### src/rtl/lbbs_pkg.sv
// Shared types and constants for the largest-box bisection splitter.
// Used by lbbs_ctrl, lbbs_datapath and the top level; depends on nothing.
package lbbs_pkg;

    localparam int MaxBoxes = 64;
    localparam int AddrW    = $clog2(MaxBoxes);
    localparam int CntW     = $clog2(MaxBoxes + 1);
    localparam int CoordW   = 12;
    localparam int HighW    = 13;
    localparam int VolW     = 37;
    localparam int TotW     = 43;
    localparam int TgtW     = 7;
    localparam int ProcW    = 13;
    localparam int CfgW     = 13;
    localparam int DivCntW  = $clog2(TotW);
    localparam int WordW    = 3 * CoordW + 3 * HighW + VolW;

    localparam logic [HighW-1:0] CoordLimit = 13'd4096;

    // Configuration register indexes.
    localparam logic RegTarget = 1'b0;
    localparam logic RegProcs  = 1'b1;

    typedef logic [2:0][CoordW-1:0] t_lo;
    typedef logic [2:0][HighW-1:0]  t_hi;

    typedef struct packed {
        logic cap_in;
        logic ovf_set;
        logic p1;
        logic mul2;
        logic ld_wr;
        logic run_init;
        logic div_step;
        logic scan_go;
        logic emit;
        logic cap_set;
        logic split_cap;
        logic wr_src;
        logic wr_dst;
        logic emit_empty;
        logic clear;
    } t_cmd;

    typedef struct packed {
        logic full;
        logic empty;
        logic div_last;
        logic scan_done;
        logic want;
        logic max_le1;
    } t_sts;

endpackage

### src/rtl/lbbs_ctrl.sv
// Sequencer for loads, the threshold divide, the split loop and the emit walk.
// Depends on lbbs_pkg; drives lbbs_datapath through t_cmd.
module lbbs_ctrl (
    input  logic          i_clk,
    input  logic          i_rst_n,
    input  logic          i_start,
    input  logic          i_action,
    input  lbbs_pkg::t_sts i_sts,
    output lbbs_pkg::t_cmd o_cmd,
    output logic          o_busy
);
    import lbbs_pkg::*;

    localparam logic [3:0] S_IDLE  = 4'd0;
    localparam logic [3:0] S_LP1   = 4'd1;
    localparam logic [3:0] S_LMUL  = 4'd2;
    localparam logic [3:0] S_LWR   = 4'd3;
    localparam logic [3:0] S_EMPTY = 4'd4;
    localparam logic [3:0] S_DIV   = 4'd5;
    localparam logic [3:0] S_SCAN  = 4'd6;
    localparam logic [3:0] S_DEC   = 4'd7;
    localparam logic [3:0] S_SRD   = 4'd8;
    localparam logic [3:0] S_SA    = 4'd9;
    localparam logic [3:0] S_SB    = 4'd10;
    localparam logic [3:0] S_SMUL  = 4'd11;
    localparam logic [3:0] S_WSRC  = 4'd12;
    localparam logic [3:0] S_WDST  = 4'd13;
    localparam logic [3:0] S_EMIT  = 4'd14;

    logic [3:0] r_state, n_state;
    logic       accept;

    assign o_busy = (r_state != S_IDLE);
    assign accept = i_start && !o_busy;

    always_comb begin
        n_state = r_state;
        o_cmd   = '0;
        case (r_state)
            S_IDLE: begin
                if (accept && !i_action) begin
                    if (i_sts.full) begin
                        o_cmd.ovf_set = 1'b1;
                    end else begin
                        o_cmd.cap_in = 1'b1;
                        n_state = S_LP1;
                    end
                end else if (accept) begin
                    if (i_sts.empty) begin
                        n_state = S_EMPTY;
                    end else begin
                        o_cmd.run_init = 1'b1;
                        n_state = S_DIV;
                    end
                end
            end
            S_LP1: begin
                o_cmd.p1 = 1'b1;
                n_state = S_LMUL;
            end
            S_LMUL: begin
                o_cmd.mul2 = 1'b1;
                n_state = S_LWR;
            end
            S_LWR: begin
                o_cmd.ld_wr = 1'b1;
                n_state = S_IDLE;
            end
            S_EMPTY: begin
                o_cmd.emit_empty = 1'b1;
                o_cmd.clear = 1'b1;
                n_state = S_IDLE;
            end
            S_DIV: begin
                o_cmd.div_step = 1'b1;
                if (i_sts.div_last) n_state = S_SCAN;
            end
            S_SCAN: begin
                o_cmd.scan_go = 1'b1;
                if (i_sts.scan_done) n_state = S_DEC;
            end
            S_DEC: begin
                if (!i_sts.want || i_sts.max_le1) begin
                    n_state = S_EMIT;
                end else if (i_sts.full) begin
                    o_cmd.cap_set = 1'b1;
                    n_state = S_EMIT;
                end else begin
                    n_state = S_SRD;
                end
            end
            S_SRD: n_state = S_SA;
            S_SA: begin
                o_cmd.split_cap = 1'b1;
                n_state = S_SB;
            end
            S_SB: begin
                o_cmd.p1 = 1'b1;
                n_state = S_SMUL;
            end
            S_SMUL: begin
                o_cmd.mul2 = 1'b1;
                n_state = S_WSRC;
            end
            S_WSRC: begin
                o_cmd.wr_src = 1'b1;
                n_state = S_WDST;
            end
            S_WDST: begin
                o_cmd.wr_dst = 1'b1;
                n_state = S_SCAN;
            end
            S_EMIT: begin
                o_cmd.scan_go = 1'b1;
                o_cmd.emit = 1'b1;
                if (i_sts.scan_done) begin
                    o_cmd.clear = 1'b1;
                    n_state = S_IDLE;
                end
            end
            default: n_state = S_IDLE;
        endcase
    end

    always_ff @(posedge i_clk) begin
        if (!i_rst_n) begin
            r_state <= S_IDLE;
        end else begin
            r_state <= n_state;
        end
    end

endmodule

### config.mk
export PLATFORM = sky130hd
export DESIGN_NAME = lbbs_ctrl
export DESIGN_NICKNAME = d
export VERILOG_FILES = /design/src/rtl/lbbs_pkg.sv /design/src/rtl/lbbs_ctrl.sv
export SDC_FILE = /design/constraint.sdc
export NUM_CORES = 1
export LEC_CHECK = 0
export ABC_AREA = 0
export BUFFER_PORTS_ARGS = -buffer_cell sky130_fd_sc_hd__buf_2
export CAP_MARGIN = 20
export CORE_AREA = 2 2 39 41
export DETAILED_ROUTE_END_ITERATION = 12
export DIE_AREA = 0 0 41 43
export PLACE_DENSITY = 0.7
export SETUP_SLACK_MARGIN = 0.02
export SLEW_MARGIN = 40
export SYNTH_ARGS = -nofsm -noshare
export SYNTH_HDL_FRONTEND = slang
export SYNTH_SLANG_ARGS = --single-unit
### constraint.sdc
create_clock -name i_clk -period 1.55 [get_ports i_clk]
set_clock_uncertainty 0.15 [all_clocks]
set_input_delay 0.155 -clock i_clk [delete_from_list [all_inputs] [get_ports i_clk]]
set_output_delay 0.155 -clock i_clk [all_outputs]
set_load 0.02 [all_outputs]
[Yosys cells after proc, flatten, opt, wreduce, memory -nomap -nowiden]
Cells that the tools add are included.
Storage, ports and cells
  bits in registers: 4
  output and inout bits: 16
  logic and storage cells: 64
Cells by class
  eq/ne operators: 19
  muxes and demuxes: 32
  reductions and logical operators: 12
Operators with widths (number)
  $pmux W4 S13: 1
  $eq A4 B4 Y1 const B: 7
  $mux W4: 7
  $mux W1: 20
  $eq A4 B3 Y1 const B: 4
  $eq A4 B2 Y1 const B: 2
  $ne A2 B2 Y1 const B: 3
  $ne A3 B3 Y1 const B: 2
  $reduce_or A2 Y1: 3
  $reduce_and A5 Y1: 1
  $eq A4 B1 Y1 const B: 1
  $logic_not A4 Y1: 1
  $mux W2: 2
  $reduce_bool A4 Y1: 1
  $logic_not A1 Y1: 3
  $mux W3: 1
  $logic_and A1 B1 Y1: 2
  $pmux W1 S2: 1
  $logic_or A1 B1 Y1: 1

[Depth between registers and ports, before layout]
Gate-level depths: netlist (run 1).
  depth in word-level cells: 6
  mapped depth: 6

[Least setup slack after synthesis (run 1)]
No wires, ideal clock.
  kind: register to register
  start point: reg r_state[0]
  end point: reg r_state[0]
  library setup time: 0.124 ns
  arrival time: 1.556 ns
  path slack: -0.280 ns
  stages on the path, launching flop included: 6
  buffers on the path: 1
  period minus slack after synthesis: 1.830 ns
  path through: dfxtp_1 buf_6 nor4bb_1 nor2b_1 nand4_1 o41ai_2
On the way
  cells in the longest elaborated chain, start to end: 6
RTL lines
  start, declared: RTL line lbbs_ctrl.sv:30  | logic [3:0] r_state, n_state;
  start signal, assigned: RTL line lbbs_ctrl.sv:129  | r_state <= n_state;
  $reduce_bool A4 Y1: RTL line lbbs_ctrl.sv:33  | assign o_busy = (r_state != S_IDLE);
  $logic_not A1 Y1: RTL line lbbs_ctrl.sv:34  | assign accept = i_start && !o_busy;
  $logic_and A1 B1 Y1: RTL line lbbs_ctrl.sv:34
  $logic_and A1 B1 Y1: RTL line lbbs_ctrl.sv:41  | if (accept && !i_action) begin
  $mux W4 or $ne A3 B3 Y1 (tied branches)
  $pmux W4 S13 or $reduce_and A5 Y1 (tied branches)
Several ways; a longest one is shown, not always the timed one.
A chain may end at the register's enable or synchronous reset.

==> results.json, run 1 <==
{
  "status": "complete, but fails checks",
  "failed_checks": "setup timing",
  "nFillCells": 101,
  "nets": 139,
  "cts_tree": "yes",
  "vias_per_cell": 5.63,
  "path_class": "flip-flop to primary output",
  "area_growth_pct": 111,
  "cp_slowest_cell": "dfxtp_4",
  "drt_drc_violations_left": 0,
  "cp_cell_sequence": "buf_6 -> buf_6 -> nand4b_1 -> nor2_1 -> buf_4",
  "ys_ff_latch": 4,
  "cts_root_buf": "clkbuf_4",
  "dpl-instance-area_sq_um": 762,
  "worst_path_most_repeated_cell": "buf_6",
  "grt_max_degree": 16,
  "yosys.area.top_type_share_pct": 15.5,
  "vias": 805,
  "min_path_type": "input pin to flip-flop",
  "critPathRequiredTime_ps": 1240,
  "slew_headroom_pct": 74.9,
  "yosys-top-cells-area": "dfxtp_1, nor2_1, a21oi_1",
  "synthArstFlopShare_pct": 0,
  "worstPathArrival_ps": 1330,
  "ioPinCount": 26,
  "syn_inst": 75,
  "track_usage_pct": 28.0,
  "slowest_delay_ps": 380,
  "slew_violations": 0,
  "gp_congestion": 0.856,
  "die_h_um": 43,
  "min_period_ps": 1640,
  "ctsHtreeMaxLevel": 1,
  "port_buffers": 25,
  "p_leak_nw": 0.518,
  "end_kind": "primary output",
  "synthSimpleGateAreaFrac_pct": 45.2,
  "gr-total-overflow": 0,
  "maxCapViolCount": 0,
  "cts_max_path_buffers": 2,
  "power.density_nw_per_um2": 1250,
  "n_antenna_cell": 0,
  "tightest_slew_ps": 376,
  "synth_top_family_by_area": "simple AND/OR/NAND/NOR gates",
  "cts_inserted_buffers": 3,
  "synth_mux_area_share_pct": 1.93,
  "insertion_delay_ps": 240,
  "synth_top_area_cell": "dfxtp_1",
  "timing.final.crit_share_pct": 106,
  "final_area_sq_um": 1090,
  "synth-compound-area-share_pct": 23.7,
  "top_regs": "r_state (4)",
  "synth_edf_count": 0,
  "rsz0062_at_grt": "true",
  "ant_nets": 0,
  "regMostFlops": "r_state",
  "start_kind": "flip-flop",
  "drive_gt1_share_pct": 67.7,
  "synth_fa_ha_area_share_pct": 0,
  "vdd_drop_max_mv": 0.628,
  "syn_area_sq_um": 518,
  "post-route-util_pct": 79.1,
  "max_freq_ghz": 0.611,
  "yosysUniqueCellTypes": 35,
  "die_x_um": 41,
  "antenna_found_initial": 0,
  "dieArea_sq_um": 1760,
  "fp-row-count": 14,
  "yosysMostFrequentCell": "nor2_1",
  "post_synth_xor_area_fraction_pct": 1.69,
  "routed_wl_um": 2300,
  "grt_pass1_wl_um": 3420,
  "synth.avg_cell_area_sq_um": 6.91,
  "yosys_warnings": 0,
  "setup_viol": 13,
  "cts_hold_repair.buffers": 0,
  "hold_violations": 0,
  "initial_utilization_pct": 37.4,
  "crit_fanout": 7,
  "cts.sink_count": 4,
  "placeableCoreArea_sq_um": 1380,
  "whs_ps": 51.5,
  "wire_per_inst_um": 16.1,
  "synth_fp_nets": 85,
  "initialDrtViolationCount": 35,
  "dp_hpwl_um": 1170,
  "largest_reg_flops": 4,
  "grt_pass1_vias": 792,
  "clk_pin_slew_worst_paths_ps": 40,
  "fin_ws_ps": -87.5,
  "ys_seq_area_share_pct": 15.5,
  "synth_commonest_cells": "nor2_1, a21oi_1, nor3_1",
  "dr.pass1.iters": 5,
  "ys_dominant_reg_cell": "dfxtp_1"
}
[critical path: cells and delay by family, from the launching register on]
kind          cells  cell delay (ps)
buf+inv           3              380
simple gates      2              320
flops             1              380
[layout by cell type, fill, tap and decap left out, types with 2 or more instances in the layout]
master / synthesis / routed
buf_6: 2 / 12
nand2_1: 4 / 3
dfxtp_4: 0 / 4
buf_2: 2 / 12
buf_4: 1 / 32
nor3_4: 0 / 2
nor3_2: 0 / 2
o21ai_0: 3 / 3
o41ai_2: 1 / 2
clkbuf_4: 0 / 3
nor2b_1: 2 / 2
nor2_1: 9 / 7
nand2b_4: 0 / 2
nand2b_1: 4 / 2
nand3b_1: 3 / 3
and3_1: 4 / 3
inv_2: 1 / 2
a21oi_1: 5 / 5
[per-layer routing]
layer	part of all wire, %	GRT usage (%)	up-vias
li1	-	-	380
met1	40	33.7	378
met2	53	45.0	39
met3	4.0	4.19	8
met4	3.3	14.7	0
met5	0	0	-
[area by class of cell]
| cell class | instances | area [sq um] | share of cell area, % |
|---|---|---|---|
| Timing Repair Buffer | 56 | 435 | 39.8 |
| Tap cell | 16 | 20.0 | 1.83 |
| Multi-Input combinational cell | 60 | 504 | 46.1 |
| Clock buffer | 3 | 22.5 | 2.06 |
| Sequential cell | 4 | 95.1 | 8.69 |
| Inverter | 4 | 17.5 | 1.60 |
[per-stage QoR]
| stage | instances | setup WS (ps) | setup TNS, ps | power (W) |
|---|---|---|---|---|
| final | 143 | -87.5 | -492 | 0.00136 |
| after global routing | 143 | -130 | -1270 | 0.00144 |
| after CTS | 141 | -39.5 | -137 | 0.00120 |
| after detailed placement | 123 | -79.8 | -318 | 0.000838 |
| after global placement | 123 | -39.0 | -124 | 0.000830 |
| after floorplan | 75 | 49.6 | 0 | 0.000632 |
[worst paths after layout]
kind	start	cells after the start	to	slack, ps
min	i_rst_n	2	r_state[3]	50
min reg2reg	r_state[3]	3	r_state[3]	560
max	r_state[3]	5	o_cmd[5]	-90
max reg2reg	r_state[3]	5	r_state[0]	-50
[kinds of logic (layout without fill, tap and decap cells)]
group / after synthesis / after routing
compound gates: 18 / 18
xor+xnor: 1 / 1
flops: 4 / 4
buf+inv: 11 / 63
simple gates: 40 / 40
mux: 1 / 1
[power by group]
| part | switching (W) | internal [W] | total [W] |
|---|---|---|---|
| Combinational | 0.000501 | 0.000505 | 0.00101 |
| Sequential | 0.0000824 | 0.000141 | 0.000223 |
| Clock | 0.0000472 | 0.0000869 | 0.000134 |
| Total | 0.000630 | 0.000733 | 0.00136 |
[timing repair]
item                       CTS  global route
resized for setup           37            15
setup buffers               15             3
pin swaps                   10             9
setup endpoints to repair   19            19
gates cloned                 0             0
Note: power is estimated with default switching activity, not from simulation.
==> inputs of run 2 (changes only) <==
==> constraint.sdc (replaced) <==
create_clock -name i_clk -period 1.55 [get_ports i_clk]
set_clock_uncertainty 0.15 [all_clocks]
set_input_delay 0.2325 -clock i_clk [delete_from_list [all_inputs] [get_ports i_clk]]
set_output_delay 0.2325 -clock i_clk [all_outputs]
set_load 0.02 [all_outputs]
==> results.json, run 2 (synthesis results as in run 1) <==
{
  "n_antenna_cell": 0,
  "power.density_nw_per_um2": 1330,
  "nets": 136,
  "cts_hold_repair.buffers": 0,
  "ant_nets": 0,
  "port_buffers": 25,
  "layout_common_cells": "buf_4, buf_6, buf_2, nor2_1, dfxtp_4",
  "min-delay-start": "i_rst_n",
  "slew_headroom_pct": 71.3,
  "cts_max_path_buffers": 2,
  "cp_slowest_cell": "dfxtp_4",
  "crit_fanout": 5,
  "die_x_um": 41,
  "wire_per_inst_um": 20.9,
  "grt_pass1_vias": 749,
  "reg2reg_from": "r_state[3]",
  "insertion_delay_ps": 240,
  "failed_checks": "setup timing",
  "final_common_cell": "buf_4",
  "regMostFlops": "r_state",
  "critical_path_buf_inv_count": 3,
  "vias": 898,
  "holdPathStages": 2,
  "nFillCells": 73,
  "drt_drc_violations_left": 0,
  "min_period_ps": 1730,
  "path_class": "flip-flop to primary output",
  "fin_ws_ps": -176,
  "crit_family": "simple AND/OR/NAND/NOR gates",
  "initialDrtViolationCount": 59,
  "status": "complete, but fails checks",
  "max_freq_ghz": 0.579,
  "finalSetupTns_ps": -1700,
  "dp_hpwl_um": 1170,
  "grt_pass1_wl_um": 3190,
  "numPlacedInstances": 122,
  "grt_max_degree": 14,
  "finalPower_w": 0.00149,
  "cts.sink_count": 4,
  "finalNonFillerCells": 140,
  "holdPathEnd": "r_state[3]",
  "largest_reg_flops": 4,
  "hold_violations": 0,
  "post-route-util_pct": 81.3,
  "ctsHtreeMaxLevel": 1,
  "gr-total-overflow": 0,
  "critPathRequiredTime_ps": 1170,
  "cts_root_buf": "clkbuf_4",
  "setup_viol": 17,
  "rr_worst_depth": 6,
  "slowest_delay_ps": 360,
  "tightest_slew_ps": 430,
  "ioPinCount": 26,
  "drive_gt1_share_pct": 71.0,
  "r2r_slack_ps": -160,
  "worstPathArrival_ps": 1340,
  "start_kind": "flip-flop",
  "p_leak_nw": 0.506,
  "dieArea_sq_um": 1760,
  "cp_cell_sequence": "nor4_4 -> buf_4 -> inv_2 -> nor3_4 -> buf_6",
  "track_usage_pct": 25.9,
  "min_path_type": "input pin to flip-flop",
  "fp-row-count": 14,
  "initial_utilization_pct": 37.4,
  "end_kind": "primary output",
  "vias_per_cell": 6.41,
  "slew_violations": 0,
  "regArea_sq_um": 95.1,
  "r2r-end": "r_state[0]",
  "routed_wl_um": 2920,
  "gp_congestion": 0.832,
  "rsz0062_at_grt": "true",
  "cts_inserted_buffers": 3,
  "vdd_drop_max_mv": 0.709,
  "cts_tree": "yes",
  "dr.pass1.iters": 4,
  "placeableCoreArea_sq_um": 1380,
  "path_depth": 5,
  "maxCapViolCount": 0,
  "clk_pin_slew_worst_paths_ps": 40,
  "antenna_found_initial": 0,
  "multiInputGateArea_sq_um": 527,
  "top_regs": "r_state (4)",
  "timing.final.crit_share_pct": 111,
  "die_h_um": 43,
  "dp_slack_ps": -116,
  "area_growth_pct": 117
}
-- run 2: cell count changes in the layout (fill, tap and decap cells not counted), moves of 2 or more --
cell,before,now
a21oi_1,5,2
a21oi_2,0,3
buf_4,32,25
buf_6,12,16
nor2_1,7,4
nor2_4,1,3
-- run 2: how the worst max path moves through the flow --
stage | from | endpoint | slack (ps)
after global placement | r_state[0] | o_cmd[13] | -90
after detailed placement | r_state[0] | o_cmd[13] | -120
after floorplan | r_state[0] | r_state[0] | -50
after CTS | r_state[1] | o_cmd[9] | -90
after global routing | r_state[1] | o_cmd[13] | -310
final | r_state[1] | o_cmd[9] | -180
-- run 2: cell type report --
class,instances,share of cell area (%)
clock buffer,3,2.00
inverter,4,1.56
multi-input combinational,60,46.8
sequential,4,8.45
tap,16,1.78
timing repair buffer,53,39.4
-- run 2: worst register-to-register path, stage by stage, from the launching register on --
cell	delay, ps
dfxtp_4	390
buf_6	130
buf_6	90
mux2i_1	90
a31oi_1	200
nand4_1	220
o41ai_2	320
-- run 2: report_power, final --
part           internal (W)  total, W  switching [W]
combinational      0.000557   0.00116       0.000607
clock             0.0000868  0.000132      0.0000453
sequential         0.000140  0.000195      0.0000541
total              0.000784   0.00149       0.000707
-- run 2: stage by stage --
step | hold slack [ps] | cell area, sq um
floorplan | 230 | 559
global placement | 358 | 754
detailed placement | 365 | 754
CTS | 124 | 1010
global route | 149 | 1120
finish | 136 | 1120
-- run 2: metal layers --
layer	global-route usage [%]	part of all wire (%)	vias to the layer above
met5	0	0	-
met4	4.67	3.9	0
met3	2.62	9.4	19
met2	45.6	50	75
met1	32.0	36	433
li1	-	-	371
-- run 2: what timing repair did --
item	4_1_cts	5_1_grt
pin swaps	6	9
endpoints found under the setup margin	19	19
setup buffers	10	5
resized for setup	47	21
